`src/rtl/bbf_pkg.sv`:
```
package bbf_pkg;

    // Field widths fixed by the interface.
    localparam int PRICE_W   = 32;
    localparam int BAND_W    = 40;
    localparam int WLEN_W    = 7;
    localparam int MULT_W    = 12;
    localparam int CFG_W     = 12;
    localparam int SQRT_W    = 64;
    localparam int SD_W      = 32;
    localparam int OFF_W     = MULT_W + SD_W - 8;

    // Default window store depth.
    localparam int WINDOW_MAX_DEF = 64;

    // Register reset values.
    localparam logic [WLEN_W-1:0] WLEN_RST = 7'd20;
    localparam logic [MULT_W-1:0] MULT_RST = 12'd512;

    // Configuration register indexes.
    typedef enum logic [0:0] {
        CFG_WINDOW_LENGTH = 1'b0,
        CFG_BAND_MULT     = 1'b1
    } cfg_idx_t;

    // Commands from the controller to the datapath.
    typedef struct packed {
        logic accept;
        logic var_start;
        logic div_start;
        logic div_var;
        logic sqrt_start;
        logic mul;
        logic load_out;
    } bbf_cmd_t;

    // Status from the datapath to the controller.
    typedef struct packed {
        logic full;
        logic walk_done;
        logic div_done;
        logic sqrt_done;
        logic out_free;
    } bbf_sts_t;

endpackage

```
`src/rtl/bbf_ctrl.sv`:
```
module bbf_ctrl
    import bbf_pkg::*;
(
    input  logic     clk,
    input  logic     rst_n,
    input  logic     s_tvalid,
    output logic     s_tready,
    input  bbf_sts_t sts,
    output bbf_cmd_t cmd
);

    typedef enum logic [7:0] {
        ST_IDLE = 8'b0000_0001,
        ST_SUM  = 8'b0000_0010,
        ST_DIVM = 8'b0000_0100,
        ST_VAR  = 8'b0000_1000,
        ST_DIVV = 8'b0001_0000,
        ST_SQRT = 8'b0010_0000,
        ST_MUL  = 8'b0100_0000,
        ST_FIN  = 8'b1000_0000
    } state_t;

    state_t state_reg;
    state_t state_next;

    assign s_tready = (state_reg == ST_IDLE);

    // Sequencing of the per-item phases.
    always_comb
    begin
        state_next = state_reg;
        cmd        = '0;
        case (state_reg)
            ST_IDLE:
            begin
                if (s_tvalid)
                begin
                    cmd.accept = 1'b1;
                    state_next = sts.full ? ST_SUM : ST_FIN;
                end
            end
            ST_SUM:
            begin
                if (sts.walk_done)
                begin
                    cmd.div_start = 1'b1;
                    state_next    = ST_DIVM;
                end
            end
            ST_DIVM:
            begin
                if (sts.div_done)
                begin
                    cmd.var_start = 1'b1;
                    state_next    = ST_VAR;
                end
            end
            ST_VAR:
            begin
                if (sts.walk_done)
                begin
                    cmd.div_start = 1'b1;
                    cmd.div_var   = 1'b1;
                    state_next    = ST_DIVV;
                end
            end
            ST_DIVV:
            begin
                if (sts.div_done)
                begin
                    cmd.sqrt_start = 1'b1;
                    state_next     = ST_SQRT;
                end
            end
            ST_SQRT:
            begin
                if (sts.sqrt_done)
                begin
                    state_next = ST_MUL;
                end
            end
            ST_MUL:
            begin
                cmd.mul    = 1'b1;
                state_next = ST_FIN;
            end
            ST_FIN:
            begin
                if (sts.out_free)
                begin
                    cmd.load_out = 1'b1;
                    state_next   = ST_IDLE;
                end
            end
            default:
            begin
                state_next = ST_IDLE;
            end
        endcase
    end

    always_ff @(posedge clk or negedge rst_n)
    begin
        if (!rst_n)
        begin
            state_reg <= ST_IDLE;
        end
        else
        begin
            state_reg <= state_next;
        end
    end

endmodule

```
`config.mk`:
```
export PLATFORM = sky130hd
export DESIGN_NAME = bbf_ctrl
export DESIGN_NICKNAME = d
export VERILOG_FILES = /design/src/rtl/bbf_pkg.sv /design/src/rtl/bbf_ctrl.sv
export SDC_FILE = /design/constraint.sdc
export NUM_CORES = 1
export LEC_CHECK = 0
export CAP_MARGIN = 30
export CORE_AREA = 8 8 45 47
export CTS_CLUSTER_SIZE = 40
export DETAILED_ROUTE_END_ITERATION = 6
export DIE_AREA = 0 0 53 55
export DONT_BUFFER_PORTS = 1
export GPL_ROUTABILITY_DRIVEN = 0
export PLACE_DENSITY_LB_ADDON = 0.3
export RECOVER_POWER = 25
export SLEW_MARGIN = 25
export SYNTH_ARGS = -nofsm -noshare
export SYNTH_HDL_FRONTEND = slang
export SYNTH_SLANG_ARGS = --single-unit
```
`constraint.sdc`:
```
create_clock -name clk -period 2.1 [get_ports clk]
set_input_delay 0.21 -clock clk [delete_from_list [all_inputs] [get_ports clk]]
set_output_delay 0.21 -clock clk [all_outputs]
set_load 0.02 [all_outputs]
```
==> reports/results.tsv <==
metric	value	unit
RSZ-0062 raised after global routing	true	
DR WL/cell	17.8	microns
switching pwr	0.000374	W
clock share of power	15.0	%
Main synth FF type	dfrtp_1	
drc violations	0	
Critical Path Source	state_reg[5]$_DFFE_PN0P_	
vias in the first global route	542	
Slew @ Worst Pin	0.450	ns
First DRT Iteration DRCs	7	
total track usage	12.3	%
Slew HR	69.7	%
synthesized cell area	563	sq um
ANT cells	0	
Arrival @ worst endpoint	1.89	ns
Final min period	2.10	ns
DIE WIDTH	53	microns
power density over the cells	1220	nW/um^2
final setup margin	-0.00321	ns
largest net degree at the start of global routing	9	
first-pass GRT wire length	2560	microns
status	finished, violations left	
Post-Syn Nets	69	
max-capacitance violation count	0	
DRT antenna net count	0	
1st-pass router iterations	3	
post-synthesis sequential area ratio	35.8	%
yosys warns	0	
EDFF count, synth	0	
RR Startpoint	state_reg[5]$_DFFE_PN0P_	
count leader, synth	nor2_1	
Final Hold Viols	0	
final wirelength	1620	microns
starting density of the core	40.7	%
most frequent cells after synthesis	8 x nor2_1, 7 x dfrtp_1, 5 x inv_1	
Max Root-Sink Buffers	2	
floorplan row count	14	
# fillers	131	
utilization after layout	51.4	%
cells along the critical path	or4_4, or3_4, nor3_2, buf_4	
flops & latches, synth	8	
Clock Tree Root	clkbuf_4	
Finish-stage setup viols	1	
critical path's largest stage delay	0.58	ns
Mapped Cells	61	
Place WS	0.120	ns
post-synth top area cell	dfrtp_1	
Largest register FFs	8	
Reg power frac	27.8	%
H-tree depth	1	
die height	55	microns
largest cells by area after synthesis	dfrtp_1 31%, nor2_1 5.3%, dfstp_2 4.7%	
slowest stage cell on the critical path	or4_4	
Period Utilization, post-route	100	%
initial antenna violation count	0	
leakage power	0.302	nW
CP max FO	5	
vias per cell	6.02	
Detailed Place HPWL	1250	microns
Critical Path End	cmd[3]	
I/O Pins	16	
Mapped Avg Cell Area	9.23	sq um
Yosys cell types	35	
WP data required	1.89	ns
critical path class	flip-flop to output pin	
Clock transition at path regs	0.06	ns
Logic pwr share	57.2	%
total CTS buffers	3	
Layout area overhead	26.4	%
Crit. End Element	output pin	
failing checks	negative setup slack	
sw frac	43.3	%
die area	2920	sq um
Placeable Area	1380	sq um
R2R cell count	5	
share of layout cells above drive strength 1	34.7	%
fmax	0.475	GHz
Setup crit start kind	flip-flop	
fin nets	84	
fin. max-slew vios	0	
Worst Skew	0.0142	ns
Yosys top cell area share	31.1	%
HP Class	primary input to flip-flop	
total gr overflow	0	
routed via count	548	
reg2reg setup slack	0.12	ns
VDD IR max	0.000707	V
internal power	0.000491	W
RR Endpoint	state_reg[0]$_DFFE_PN1P_	
Port Buffers	0	
CTS tree	done	
hold slack final	0.0337	ns
CTS Sinks	8	
asr flop ratio synth	100	%
Skew-Pair Late Insertion Delay	0.27	ns
-- final cells by class --
type | instances | area, sq um | area share, %
clock buffers | 4 | 26.3 | 3.69
inverters | 5 | 18.8 | 2.64
well taps | 16 | 20.0 | 2.81
flip-flops and latches | 8 | 201 | 28.3
multi-input cells | 48 | 368 | 51.7
repair buffers | 10 | 77.6 | 10.9
-- per-stage QoR --
stage / instances / area, sq um / TNS (ns) / power (W)
after floorplan: 61 / 568 / 0 / 0.000566
after global placement: 84 / 641 / 0 / 0.000686
after detailed placement: 84 / 641 / 0 / 0.000691
after CTS: 90 / 697 / -0.0199 / 0.000853
after global routing: 91 / 712 / -0.163 / 0.000931
final: 91 / 712 / -0.00321 / 0.000865
-- cell families after synthesis --
kind of cell | count (synthesis) | share of synthesized area (%)
DFF | 8 | 35.8
and+or+nand+nor | 36 | 40.7
buffers and inverters | 5 | 3.33
xor gates and xnor gates | 1 | 1.56
AOI/OAI and AO/OA | 11 | 18.7
-- critical path: cells and delay by family, from the launching register on --
kind                   cells  cell delay (ns)
buffers and inverters      1             0.17
and+or+nand+nor            3             1.05
DFF                        1             0.41
-- power by group through the flow --
stage | Clock [W] | Combinational [W] | Sequential (W)
global placement | 0 | 0.000444 | 0.000242
finish | 0.000129 | 0.000495 | 0.000241
floorplan | 0 | 0.000335 | 0.000230
CTS | 0.000132 | 0.000482 | 0.000238
detailed placement | 0 | 0.000449 | 0.000243
global route | 0.000152 | 0.000532 | 0.000247
-- timing repair --
| action | in CTS | in global routing |
|---|---|---|
| hold buffers | 1 | 0 |
| endpoints found under the setup margin | 2 | 4 |
| hold endpoints to repair | 8 | 0 |
| buffers inserted | 1 | 1 |
| gates resized for setup | 2 | 2 |
| pin swaps | 0 | 3 |
-- worst min path at each step --
stage	depth (start not counted)	to	slack, ns	from
2_1_floorplan	0	state_reg[1]$_DFFE_PN0P_	-0.09	rst_n
3_3_place_gp	0	state_reg[6]$_DFFE_PN0P_	-0.09	rst_n
3_5_place_dp	0	state_reg[6]$_DFFE_PN0P_	-0.09	rst_n
4_1_cts	1	state_reg[2]$_DFFE_PN0P_	0.03	sts[2]
5_1_grt	1	state_reg[2]$_DFFE_PN0P_	0.005	sts[2]
6_report	1	state_reg[2]$_DFFE_PN0P_	0.03	sts[2]
-- layout by cell type, fill, tap and decap left out, types with 2 or more instances in the layout --
cell	instances
buf_4	9
nor2_1	8
dfrtp_1	7
inv_1	5
nor4_1	3
and2_1	3
clkbuf_4	3
or4_4	2
nand2b_1	2
nand2_1	2
-- metal layers --
layer  global-route usage (%)  vias to the layer above  routed length, microns
li1                         -                      255                       -
met1                     13.5                      278                     622
met2                     20.1                       11                     872
met3                     6.42                        4                     108
met4                     3.88                        0                      20
met5                        0                        -                       0
Power figures use the tool's default switching activity.
